### config.mk
export PLATFORM = sky130hd
export DESIGN_NAME = afd_lane
export DESIGN_NICKNAME = d
export VERILOG_FILES = /design/src/sv/afd_pkg.sv /design/src/sv/afd_lane.sv
export SDC_FILE = /design/constraint.sdc
export NUM_CORES = 2
export LEC_CHECK = 0
export BUFFER_PORTS_ARGS = -buffer_cell sky130_fd_sc_hd__buf_2
export CORE_UTILIZATION = 50
export CTS_BUF_LIST = sky130_fd_sc_hd__clkbuf_4 sky130_fd_sc_hd__clkbuf_8
export DETAILED_ROUTE_END_ITERATION = 10
export GPL_TIMING_DRIVEN = 1
export PLACE_DENSITY = 0.66
export SYNTH_ARGS = -nofsm -noshare
export SYNTH_HDL_FRONTEND = slang
export SYNTH_SLANG_ARGS = --single-unit
### constraint.sdc
create_clock -name clk -period 12.95 [get_ports clk]
set_clock_uncertainty 0.1 [all_clocks]
set_input_delay 3.2375 -clock clk [delete_from_list [all_inputs] [get_ports clk]]
set_output_delay 3.2375 -clock clk [all_outputs]
set_load 0.005 [all_outputs]
### src/sv/afd_pkg.sv
`timescale 1ns / 1ps
// shared constants, types and state codes of the allele frequency distance unit
package afd_pkg;

  localparam int FREQ_W        = 17;
  localparam int USER_W        = 2;
  localparam int SQ_W          = 38;
  localparam int CU_W          = 54;
  localparam int DIST_W        = 19;
  localparam int CUOUT_W       = 38;
  localparam int CNT_W         = 6;
  localparam int NUM_SQ        = 6;
  localparam int NUM_CU        = 3;
  localparam int MAX_SNPS_DEF  = 32;
  localparam int FRAC_BITS_DEF = 16;

  typedef struct packed {
    logic valid;
    logic clear;
  } lane_ctl_t;

  typedef enum logic [3:0] {
    ST_ACC   = 4'b0001,
    ST_DRAIN = 4'b0010,
    ST_ROOT  = 4'b0100,
    ST_OUT   = 4'b1000
  } afd_state_t;

endpackage

### src/sv/afd_lane.sv
`timescale 1ns / 1ps
// one difference lane: absolute difference, square, optional cube, saturating sums
module afd_lane #(
  parameter int DW       = 17,
  parameter bit HAS_CUBE = 1'b1
) (
  input  logic                     clk,
  input  logic                     rst,
  input  afd_pkg::lane_ctl_t       ctl,
  input  logic [DW-1:0]            x,
  input  logic [DW-1:0]            y,
  output logic                     busy,
  output logic [afd_pkg::SQ_W-1:0] sq_sum,
  output logic [afd_pkg::CU_W-1:0] cu_sum
);
  import afd_pkg::*;

  localparam int PW  = 2 * DW;
  localparam int CW  = 3 * DW;
  localparam int SSW = ((PW > SQ_W) ? PW : SQ_W) + 1;
  localparam int CSW = ((CW > CU_W) ? CW : CU_W) + 1;
  localparam logic [SQ_W-1:0] SQ_ONES = '1;
  localparam logic [CU_W-1:0] CU_ONES = '1;

  logic [2:0]    vld;
  logic [DW-1:0] d1;
  logic [DW-1:0] d2;
  logic [PW-1:0] p2;
  logic [PW-1:0] p3;
  logic [SSW-1:0] sq_add;

  assign busy = |vld;

  always_ff @(posedge clk) begin
    if (rst) begin
      vld <= '0;
    end else begin
      vld <= {vld[1:0], ctl.valid};
    end
  end

  always_ff @(posedge clk) begin
    d1 <= (x > y) ? (x - y) : (y - x);
    d2 <= d1;
    p2 <= PW'(d1) * PW'(d1);
    p3 <= p2;
  end

  assign sq_add = SSW'(sq_sum) + SSW'(p3);

  always_ff @(posedge clk) begin
    if (rst || ctl.clear) begin
      sq_sum <= '0;
    end else if (vld[2]) begin
      sq_sum <= (sq_add > SSW'(SQ_ONES)) ? SQ_ONES : sq_add[SQ_W-1:0];
    end
  end

  generate
    if (HAS_CUBE) begin : g_cube
      logic [CW-1:0]  c3;
      logic [CSW-1:0] cu_add;
      always_ff @(posedge clk) begin
        c3 <= CW'(p2) * CW'(d2);
      end
      assign cu_add = CSW'(cu_sum) + CSW'(c3);
      always_ff @(posedge clk) begin
        if (rst || ctl.clear) begin
          cu_sum <= '0;
        end else if (vld[2]) begin
          cu_sum <= (cu_add > CSW'(CU_ONES)) ? CU_ONES : cu_add[CU_W-1:0];
        end
      end
    end else begin : g_nocube
      assign cu_sum = '0;
    end
  endgenerate

endmodule

==> impl_results.md <==
* Status: finished, final reports clean
* Asr flop ratio synth at 0
* GRT Total Usage at 0.2651
* Fmax at 136.4 MHz
* H-tree depth at 2
* Hold Path Depth at 1
* Reg clk slew, reported paths at roughly 0.06 ns
* CTS Buffer Depth at 3
* Max-cap violations at 0
* Crit. End Element: flip-flop
* Worst R2R Path Depth at 21
* Hold Startpoint: vld[1]
* Worst hold path type: reg -> reg
* Vias/cell at roughly 5.3
* RSZ-0062 raised after global routing: no
* Port buffer count at 130
* Crit Path Max Fanout at 18
* Root buffer cell: clkbuf_8
* DRT iter0 DRCs at 1824
* Initial antenna violation count at 4
* Setup Fix Bufs, Post-CTS at 0
* WP data required at 13.35 ns
* DRT antenna net count at 0
* Register area share after synthesis at 0.1267
* Final WL at ~100000 µm
* FF-to-FF Start: p2[10]
* Post-synth EDFFs at 0
* TritonCTS Buffers at 47
* Largest area contributor in the netlist: fa_1
* Final Hold Vio Count at 0
* Largest net degree at the start of global routing at 98
* Synthesis-to-layout area growth at 6.750%
* Worst endpoint data arrival time at 7.74 ns
* TritonCTS clock tree: yes
* Starting Density at 0.5068
* Total gr overflow at 0
* Die W at about 280 µm
* Setup tns final at 0 ns
* Final Max Tran Viols at 0
* Final period util at 0.5662
* Number of nets in the layout at 5536
* Post-layout min period at approximately 7.3 ns
* Die outline height at 279.7 µm
* Detailed Place HPWL at 77000 µm
* Reg2reg setup slack at 5.62 ns
* Slew Limit Headroom at 0.2392
* Via count at 29599
* Synthesis-stage register bit count at 244
* Final setup vio count at 0
* Setup Crit Path Kind: reg -> reg
* Worst Tran Pin Value at 1.140 ns
* Fin worst setup slack at 5.617 ns
* Fill cells at slightly above 7000
* GP Congestion at 0.9425
* 1st-pass router iterations at 5
* CORE AREA at between 70000 and 80000 µm²
* Row cnt at 101
* Syn avg cell area at just under 9 µm²
* Post-synth top area share at 0.3458
* Pre-CTS setup slack at just under 6 ns
* Top cells by area, synth: fa_1 (35%), dfxtp_1 (13%), ha_1 (11%), inv_1 (9.1%), nand2_1 (5.2%)
* Reg2reg end: g_cube.c3[43]
* I/O pin cnt at 131
* Synth warn at 0
* Unique masters post-synth at 81
* # DRC at 0
* Routed len/inst at 18.00 µm
* PostCTS Resize Cnt at 0
* Cell area after synthesis at 38550 µm²
* Vias in the first global route at ~32000
* Min-Delay Endpoint: vld[2]
* Mapped Cells at 4441
* Worst hold slack at 0.3534 ns
* Top FF cell, synth: dfxtp_1
* Hold_buf cts at 0
* First-pass GRT wire length at 165400 µm
* Startpoint types: flip-flop
* CTS sink count at 244
* DIE AREA at ~80000 µm²
* Layout cells sized above 1 at 0.06312
* Clk Latency, worst-skew pair at approximately 0.67 ns
## through the flow
stage	instances	utilization	area, µm²
after floorplan	4447	-	38580
after global placement	5462	0.5268	40080
after detailed placement	5462	0.5268	40080
after CTS	5545	0.5409	41150
after global routing	5546	0.5410	41150
final	5547	0.5410	41160
## state kept, by name, indices dropped and copies added, names as in the netlist
name       count
cu_sum        54
d1            17
d2            16
g_cube.c3     50
p2            33
p3            33
sq_sum        38
vld            3
## cells in the final DEF (no fill, tap or decap), drive strengths merged, types with 59 or more instances in the layout
cell    synthesis  routed
a21o           82      82
inv           936     938
ha            351     351
clkbuf        168      69
and2          283     283
a21oi         251     251
nor2          118     118
buf            10     163
nand2         531     531
o21ai         195     195
dfxtp         244     244
xnor2         109     109
fa            666     666
xor2           59      59
## layout make-up
cell class	instances	area, µm²	area share
Antenna cell	2	5.005	0.0001216
Clock buffer	69	899.6	0.02186
Clock inverter	14	172.7	0.004195
Inverter	936	3513	0.08537
Multi-Input combinational cell	3089	29490	0.7166
Sequential cell	244	4887	0.1187
Tap cell	1030	1289	0.03131
Timing Repair Buffer	163	898.4	0.02183
## worst max-delay path, cell delays in order, from the launching register on
cell and delay, ns:
dfxtp_1 0.97, nand2_1 0.19, fa_1 0.59, fa_1 0.44, fa_1 0.52, inv_1 0.06
fa_1 0.46, fa_1 0.54, inv_1 0.05, fa_1 0.52, inv_1 0.04, ha_1 0.33
a21oi_1 0.13, o21ai_0 0.19, or3_1 0.41, o2111ai_1 0.28, o211ai_1 0.23, o21ai_0 0.37
nor3b_1 0.11, a211oi_1 0.29, mux2i_1 0.23, o211ai_1 0.10
## layer usage
layer,track usage,vias to the layer above,part of all wire
li1,-,13902,-
met1,0.3573,14546,0.44
met2,0.4379,974,0.46
met3,0.04445,173,0.072
met4,0.07734,4,0.027
met5,0,-,0.00027
## cells in the mapped netlist (all sizes together) (35+ instances only)
cell type,n
inv,936
fa,666
nand2,531
ha,351
and2,283
a21oi,251
dfxtp,244
o21ai,195
clkbuf,168
nor2,118
xnor2,109
a21o,82
xor2,59
nand3,38
o21a,35
## worst max path at each step
stage            from            end  depth (start not counted)
2_1_floorplan   d1[4]         p2[31]                         24
4_1_cts        p2[10]  g_cube.c3[43]                         21
3_3_place_gp   p2[10]  g_cube.c3[43]                         21
6_report       p2[10]  g_cube.c3[43]                         21
5_1_grt         d2[2]  g_cube.c3[43]                         22
3_5_place_dp   p2[10]  g_cube.c3[43]                         21
## cell families after synthesis
kind of cell / share of synthesized area
and+or+nand+nor: 0.1429
buffers and inverters: 0.1093
adders and majority gates: 0.4597
AOI/OAI and AO/OA: 0.1203
DFF: 0.1267
xor gates and xnor gates: 0.03817
muxes: 0.002694
other: 0.0001948
Power is left out: the tool's default activity adds up to more than one toggle a clock period on the data nets, which glitch-free logic cannot reach.
