**src/sv/afd_pkg.sv**
```systemverilog
`timescale 1ns / 1ps
// shared constants, types and state codes of the allele frequency distance unit
package afd_pkg;

  localparam int FREQ_W        = 17;
  localparam int USER_W        = 2;
  localparam int SQ_W          = 38;
  localparam int CU_W          = 54;
  localparam int DIST_W        = 19;
  localparam int CUOUT_W       = 38;
  localparam int CNT_W         = 6;
  localparam int NUM_SQ        = 6;
  localparam int NUM_CU        = 3;
  localparam int MAX_SNPS_DEF  = 32;
  localparam int FRAC_BITS_DEF = 16;

  typedef struct packed {
    logic valid;
    logic clear;
  } lane_ctl_t;

  typedef enum logic [3:0] {
    ST_ACC   = 4'b0001,
    ST_DRAIN = 4'b0010,
    ST_ROOT  = 4'b0100,
    ST_OUT   = 4'b1000
  } afd_state_t;

endpackage

```
**src/sv/afd_sqrt.sv**
```systemverilog
`timescale 1ns / 1ps
// digit-by-digit square root, one result bit a cycle, rounded to nearest
module afd_sqrt (
  input  logic                       clk,
  input  logic                       rst,
  input  logic                       start,
  input  logic [afd_pkg::SQ_W-1:0]   value,
  output logic                       done,
  output logic [afd_pkg::DIST_W-1:0] root
);
  import afd_pkg::*;

  localparam int RW = DIST_W + 3;
  localparam int SW = $clog2(DIST_W);
  localparam logic [DIST_W-1:0] ROOT_ONES = '1;

  logic            busy;
  logic            fin;
  logic [SW-1:0]   step;
  logic [SQ_W-1:0] rad;
  logic [RW-1:0]   rem;
  logic [DIST_W-1:0] q;
  logic [RW-1:0]   rem_sh;
  logic [RW-1:0]   trial;
  logic            ge;

  assign rem_sh = {rem[RW-3:0], rad[SQ_W-1 -: 2]};
  assign trial  = RW'({q, 2'b01});
  assign ge     = rem_sh >= trial;

  always_ff @(posedge clk) begin
    if (rst) begin
      busy <= 1'b0;
      fin  <= 1'b0;
      done <= 1'b0;
    end else begin
      done <= fin;
      fin  <= busy && (step == '0);
      if (start) begin
        busy <= 1'b1;
      end else if (busy && (step == '0)) begin
        busy <= 1'b0;
      end
    end
  end

  always_ff @(posedge clk) begin
    if (start) begin
      rad  <= value;
      rem  <= '0;
      q    <= '0;
      step <= SW'(DIST_W - 1);
    end else if (busy) begin
      rad  <= {rad[SQ_W-3:0], 2'b00};
      step <= step - 1'b1;
      if (ge) begin
        rem <= rem_sh - trial;
        q   <= {q[DIST_W-2:0], 1'b1};
      end else begin
        rem <= rem_sh;
        q   <= {q[DIST_W-2:0], 1'b0};
      end
    end
    if (fin) begin
      // round up when the remainder passes the root, hold at full scale
      root <= ((rem > RW'(q)) && (q != ROOT_ONES)) ? q + 1'b1 : q;
    end
  end

endmodule

```
**config.mk**
```make
export PLATFORM = sky130hd
export DESIGN_NAME = afd_sqrt
export DESIGN_NICKNAME = d
export VERILOG_FILES = /design/src/sv/afd_pkg.sv /design/src/sv/afd_sqrt.sv
export SDC_FILE = /design/constraint.sdc
export NUM_CORES = 1
export LEC_CHECK = 0
export BUFFER_PORTS_ARGS = -buffer_cell sky130_fd_sc_hd__buf_4
export CAP_MARGIN = 20
export CORE_AREA = 2 2 151 94
export CTS_BUF_LIST = sky130_fd_sc_hd__clkbuf_4 sky130_fd_sc_hd__clkbuf_8
export DETAILED_ROUTE_END_ITERATION = 8
export DIE_AREA = 0 0 153 96
export PLACE_DENSITY = 0.65
export SLEW_MARGIN = 20
export SYNTH_ARGS = -nofsm -noshare
export SYNTH_HDL_FRONTEND = slang
export SYNTH_SLANG_ARGS = --single-unit
```
**constraint.sdc**
```tcl
create_clock -name clk -period 2.8 [get_ports clk]
set_input_delay 0.56 -clock clk [delete_from_list [all_inputs] [get_ports clk]]
set_output_delay 0.56 -clock clk [all_outputs]
set_load 0.02 [all_outputs]
```
==> flow_summary_export.csv, run 1 <==
group,metric,value,unit
setup_path,cp.required,3.06,ns
clock_tree,cts_buffers,9,
sta,rsz0062_at_grt,"yes",
sta,worst_pin_slew,0.964,ns
sta,finalSetupViolCount,0,
detailed_routing,ant_nets,0,
floorplanning,die_w,153,um
pwr,p_per_area,815,nW/um^2
logic_synthesis,synth.ff_latch_count,106,
placement,io_buffers,60,
logic_synthesis,yosys_warnings,0,
logic_synthesis,synth-edff-count,57,
placement,place_inst,802,
worst_hold_path,whs_path_depth,2,
clock_tree,clk_path_buf_depth,2,
detailed_routing,drtIter0Drc,351,
logic_synthesis,synth_compound_area_frac,0.138,
detailed_routing,first_pass_iters,4,
logic_synthesis,synth.most_common_cell,"nor2_1",
grt,grt_pass1_vias,4295,
floorplanning,dieArea,14700,um^2
placement,place_congestion,0.943,
logic_synthesis,synth_area_leaders,"edfxtp_1, dfxtp_1, mux2_2, ha_1, xnor2_1",
final_layout,final_core_util,0.524,
grt,grt_pass1_wl,22.1,mm
clock_tree,cts-htree-levels,3,
logic_synthesis,synthMuxAreaShare,0.108,
logic_synthesis,synth_top_family_by_area,"simple AND/OR/NAND/NOR gates",
sta,relSlewSlack,0.356,
detailed_routing,drc,0,
final_layout,fin_cells,820,
pwr,irDropWorstVdd,0.505,mV
clock_tree,cts_root_buffer,"clkbuf_8",
sta,hold-worst-slack,0.344,ns
sta,skew,0.0159,ns
logic_synthesis,yosys.area.top_type,"edfxtp_1",
logic_synthesis,synth-simple-area-share,0.152,
logic_synthesis,ys_seq_area_frac,0.459,
final_layout,final_nets,705,
setup_path,crit_path_cell_trace,"ha_2 > a21oi_2 > o21ai_2 > o311a_4 > o211ai_4 > a21boi_4 > a21o_4 > buf_4 > and4b_1 > o31a_1",
detailed_routing,drt-wirelength-per-cell,16.8,um
logic_synthesis,post_synth_num_cell_types,69,
sta,setup-tns-final,0,ns
setup_path,crit_fanout,5,
floorplanning,initial_core_util,0.440,
logic_synthesis,syn-cell-area,5870,um^2
logic_synthesis,synth-xor-area-share,0.0522,
sta,fmax,369,MHz
clock_tree,clk_pin_slew_worst_paths,0.11,ns
setup_path,rr_startpoint,"rem[5]",
logic_synthesis,syn_avg_cell_area,10.4,um^2
clock_tree,clkLatencyLatePin,0.38,ns
floorplanning,core_area,13300,um^2
flow_run,maxCapViolations,0,
logic_synthesis,ys_dominant_reg_cell,"edfxtp_1",
final_layout,area_delta_synth_final,19.1,%
setup_path,arrival,2.97,ns
setup_path,crit_path_top_delay_cell,"dfxtp_1",
pwr,p_leak,2.68,nW
detailed_routing,wl,13.7,mm
run_status,outcome,"complete, no violations",
floorplanning,row_count,33,
setup_path,endpoint_kind,"flop",
worst_hold_path,holdPathEnd,"done",
logic_synthesis,async_flop_share,0,
setup_path,critical_path_class,"flop to flop",
sta,final.min_clock_period,2.71,ns
sta,period_share,0.967,
pwr,power,5.70,mW
clock_tree,cts_tree,"yes",
grt,gr-total-overflow,0,
setup_path,crit_start,"rem[5]",
logic_synthesis,syn-num-nets,627,
final_layout,layout-drive-gt1-share,0.301,
final_layout,insertedDiodeCount,0,
clock_tree,cts.sinks,106,
logic_synthesis,synth_fa_ha_area_frac,0.0511,
setup_path,start_kind,"flop",
detailed_routing,vias,4463,
logic_synthesis,syn-instance-count,562,
floorplanning,io_pins,61,
worst_hold_path,holdCritPathClass,"primary input to flop",
sta,finalHoldViolCount,0,
grt,antenna_found_initial,0,
placement,dp_hpwl,10.0,mm
grt,grt.total_usage,0.192,
detailed_routing,vias_per_cell,5.44,
logic_synthesis,yosysTopAreaCellShare,0.291,
setup_path,worst_r2r_endpoint,"rem[21]",
setup_path,max_stage_delay,0.40,ns
logic_synthesis,synth_common_cells,"nor2_1, edfxtp_1, dfxtp_1",
sta,slew_viol_final,0,
floorplanning,die_y,96,um
worst_hold_path,min-delay-start,"rst",
grt,grt_max_degree,54,
setup_path,r2r_slack,0.09,ns
setup_path,reg2reg_depth,10,
[cells in the final DEF, fill, tap and decap left out, types with 3 or more instances in the layout]
master / n
and2_1: 4
a211oi_1: 6
mux2_2: 37
nand2_1: 46
edfxtp_1: 57
a21o_1: 8
nor3_1: 11
o211ai_1: 3
or3_1: 3
dfxtp_1: 47
nor4_1: 6
nor2_1: 65
o21ai_0: 12
nor4_2: 5
inv_1: 32
ha_2: 3
nand2b_1: 4
ha_1: 19
nand3_1: 9
nand4_1: 6
a21oi_1: 19
o31ai_1: 4
xnor2_1: 28
a311oi_2: 9
nand2_2: 6
xor2_1: 7
clkbuf_8: 9
buf_4: 90
mux2i_1: 20
nor2b_1: 6
[cells by family after synthesis]
group	count (synthesis)
simple gates	186
compound gates	96
fa+ha+maj	24
flops	106
buf+inv	57
xor+xnor	35
mux	58
[through the flow]
step	cell area (um^2)	worst slack [ns]
after global routing	6990	-0.0244
after CTS	6870	0.0233
after detailed placement	6670	0.0478
final	6990	0.0934
after global placement	6670	0.0657
after floorplan	5870	0.190
[what timing repair did]
item                                    4_1_cts  5_1_grt
hold buffers                                  0        0
endpoints found under the setup margin        0       30
hold endpoints to repair                      0        0
setup buffers                                 0        2
resized for setup                             0       18
[critical path: cells and delay by family (launching register included)]
family                   cells  cell delay [ns]
AO/OA/AOI/OAI                7             1.51
buffers and inverters        1             0.16
flip-flops                   1             0.40
AND/OR/NAND/NOR              1             0.17
adder cells (fa/ha/maj)      1             0.35
[power breakdown]
part / internal (mW) / switching (mW)
combinational: 1.24 / 1.57
sequential: 1.80 / 0.124
clock: 0.425 / 0.539
[cell type report]
cell class | count | area, um^2
Timing Repair Buffer | 92 | 716
Clock buffer | 10 | 131
Tap cell | 175 | 219
Fill cell | 1183 | 6340
Clock inverter | 6 | 67.6
Sequential cell | 106 | 2700
Inverter | 32 | 120
Multi-Input combinational cell | 399 | 3040
[worst max path at each step]
stage	cells after the start	slack (ns)	endpoint
after global placement	10	0.07	rem[10]
final	10	0.09	rem[21]
after global routing	11	-0.02	root[16]
after CTS	10	0.02	rem[10]
after detailed placement	10	0.05	rem[10]
after floorplan	10	0.19	root[1]
[state kept, by name, summed over array words and instances (netlist names)]
register,flops
busy,1
done,1
fin,1
q,19
rad,38
rem,22
root,19
step,5
[layer usage]
layer  track usage  wire length, um  vias up  part of all wire
li1              -                -     2178                 -
met1         0.277             6950     2177              0.51
met2         0.297             5930       99              0.43
met3        0.0405              738        9             0.054
met4        0.0471              116        0            0.0084
met5             0                0        -                 0
No activity file was read; power rests on OpenSTA's default activity.
==> inputs of run 2 (changes only) <==
--- a/config.mk
+++ b/config.mk
@@ -5,13 +5,13 @@
 export SDC_FILE = /design/constraint.sdc
 export NUM_CORES = 1
 export LEC_CHECK = 0
+export ABC_AREA = 1
 export BUFFER_PORTS_ARGS = -buffer_cell sky130_fd_sc_hd__buf_4
-export CAP_MARGIN = 20
-export CORE_AREA = 2 2 151 94
+export CAP_MARGIN = 30
+export CORE_AREA = 2 2 158 98
 export CTS_BUF_LIST = sky130_fd_sc_hd__clkbuf_4 sky130_fd_sc_hd__clkbuf_8
 export DETAILED_ROUTE_END_ITERATION = 8
-export DIE_AREA = 0 0 153 96
-export PLACE_DENSITY = 0.65
+export DIE_AREA = 0 0 160 100
 export SLEW_MARGIN = 20
 export SYNTH_ARGS = -nofsm -noshare
 export SYNTH_HDL_FRONTEND = slang
==> run 2 against run 1 <==
Utilization shrank 2.8 points. Routed wire length grew 26%. Via count grew 29%. Clock skew grew 0.010 ns. Largest cell class unchanged. Highest routed layer unchanged. Critical path depth grew 3.
==> flow_summary_export.csv, run 2 <==
group,metric,value,unit
run_status,outcome,"complete, no violations",
clock_tree,cts_root_buffer,"clkbuf_8",
floorplanning,io_pins,61,
sta,skew,0.0262,ns
setup_path,start_kind,"flop",
worst_hold_path,holdCritPathClass,"primary input to flop",
clock_tree,cts_buffers,9,
detailed_routing,ant_nets,0,
flow_run,maxCapViolations,0,
placement,place_inst,1147,
grt,gr-total-overflow,0,
final_layout,layout-drive-gt1-share,0.135,
grt,grt_max_degree,45,
logic_synthesis,synth_common_cells,"nand2_1, inv_1, edfxtp_1",
logic_synthesis,synth.most_common_cell,"nand2_1",
clock_tree,cts_resized,0,
final_layout,ff_latch_area,2690,um^2
logic_synthesis,synth-edff-count,57,
floorplanning,core_area,14800,um^2
setup_path,reg2reg_depth,13,
worst_hold_path,whs_path_depth,2,
logic_synthesis,syn-cell-area,6430,um^2
grt,antenna_found_initial,0,
logic_synthesis,synth.ff_latch_count,106,
logic_synthesis,async_flop_share,0,
sta,finalSetupViolCount,0,
detailed_routing,vias_per_cell,4.93,
final_layout,final_common_cell,"nand2_1",
setup_path,arrival,2.84,ns
setup_path,cp.required,3.10,ns
placement,dp_hpwl,13.2,mm
detailed_routing,first_pass_iters,5,
sta,hold-worst-slack,0.334,ns
final_layout,top_register,"rad",
detailed_routing,drt-wirelength-per-cell,14.9,um
placement,placed_area,7110,um^2
grt,grt_pass1_vias,5131,
floorplanning,die_y,100,um
final_layout,most-common-layout-cells,"nand2_1, inv_1, buf_4",
detailed_routing,drtIter0Drc,611,
logic_synthesis,ys_seq_area_frac,0.419,
floorplanning,row_count,35,
clock_tree,hold_buffers,0,
final_layout,final_nets,1021,
logic_synthesis,yosys_warnings,0,
setup_path,endpoint_kind,"flop",
sta,fmax,393,MHz
logic_synthesis,yosys.area.top_type,"edfxtp_1",
final_layout,largest_reg_flops,38,
setup_path,critical_path_class,"flop to flop",
sta,rsz0062_at_grt,"no",
setup_path,crit_fanout,20,
clock_tree,post_cts_buffers,0,
grt,grt_pass1_wl,28.0,mm
sta,period_share,0.909,
clock_tree,cts.sinks,106,
final_layout,fin_cells,1164,
sta,final.min_clock_period,2.55,ns
final_layout,design_area,7340,um^2
clock_tree,cts-htree-levels,3,
logic_synthesis,ys_dominant_reg_cell,"edfxtp_1",
logic_synthesis,post_synth_num_cell_types,39,
placement,place_congestion,0.949,
detailed_routing,vias,5735,
final_layout,reg.largest.list,"rad x38, rem x22",
final_layout,multi_input_area,3180,um^2
sta,finalHoldViolCount,0,
sta,worst_pin_slew,0.604,ns
sta,slew_viol_final,0,
logic_synthesis,synth_area_leaders,"edfxtp_1, nand2_1, dfxtp_1, inv_1, ha_1",
floorplanning,initial_core_util,0.435,
floorplanning,die_w,160,um
clock_tree,cts_tree,"yes",
grt,grt.total_usage,0.224,
logic_synthesis,syn-instance-count,895,
clock_tree,clk_path_buf_depth,2,
final_layout,area_delta_synth_final,14.1,%
sta,setup-tns-final,0,ns
logic_synthesis,yosysTopAreaCellShare,0.266,
logic_synthesis,syn-num-nets,960,
placement,io_buffers,60,
clock_tree,clk_pin_slew_worst_paths,0.12,ns
floorplanning,dieArea,16000,um^2
sta,relSlewSlack,0.595,
final_layout,n_fill_cell,1534,
detailed_routing,drc,0,
detailed_routing,wl,17.3,mm
clock_tree,clkLatencyLatePin,0.40,ns
logic_synthesis,syn_avg_cell_area,7.19,um^2
final_layout,insertedDiodeCount,0,
## run 2: layout make-up
class / count / area share
inverters: 106 / 0.0542
clock inverters: 7 / 0.0128
flip-flops and latches: 106 / 0.367
clock buffers: 9 / 0.0169
well taps: 203 / 0.0346
repair buffers: 77 / 0.0815
multi-input cells: 656 / 0.433
## run 2: metrics by stage
stage,worst slack [ns],utilization
2_1_floorplan,0.197,-
3_3_place_gp,0.247,0.480
3_5_place_dp,0.316,0.480
4_1_cts,0.299,0.495
5_1_grt,0.0576,0.496
6_report,0.254,0.496
## run 2: path summary, 6_finish.rpt
kind,start,end,slack [ns]
worst min-delay path,rst,fin,0.33
worst max register to register,q[7],rem[11],0.25
worst max-delay path,q[7],rem[11],0.25
worst min register to register,rem[5],rem[5],0.49
## run 2: cells by family after synthesis
family | synth area share
flip-flops | 0.419
AO/OA/AOI/OAI | 0.0480
AND/OR/NAND/NOR | 0.368
buffers and inverters | 0.0869
XOR/XNOR | 0.0313
adder cells (fa/ha/maj) | 0.0467
## run 2: metal layers
metal | wire [um] | track usage | vias up
li1 | - | - | 2989
met1 | 9270 | 0.361 | 2526
met2 | 6390 | 0.297 | 214
met3 | 1620 | 0.0603 | 6
met4 | 46 | 0.0333 | 0
met5 | 0 | 0 | -
## run 2: critical path: stages (launching register included)
cell	delay [ns]
dfxtp_1	0.44
inv_1	0.18
ha_1	0.39
nand2_1	0.13
inv_2	0.08
nand2_1	0.09
nor2_2	0.15
nand3_1	0.12
nand2_1	0.12
nor2_4	0.06
nand2_4	0.23
nand3_1	0.27
nand2_1	0.13
nand2_1	0.06
Power of run 2 is not shown: default switching activity piles up to over one toggle a cycle in this logic, so the estimate is an artifact.
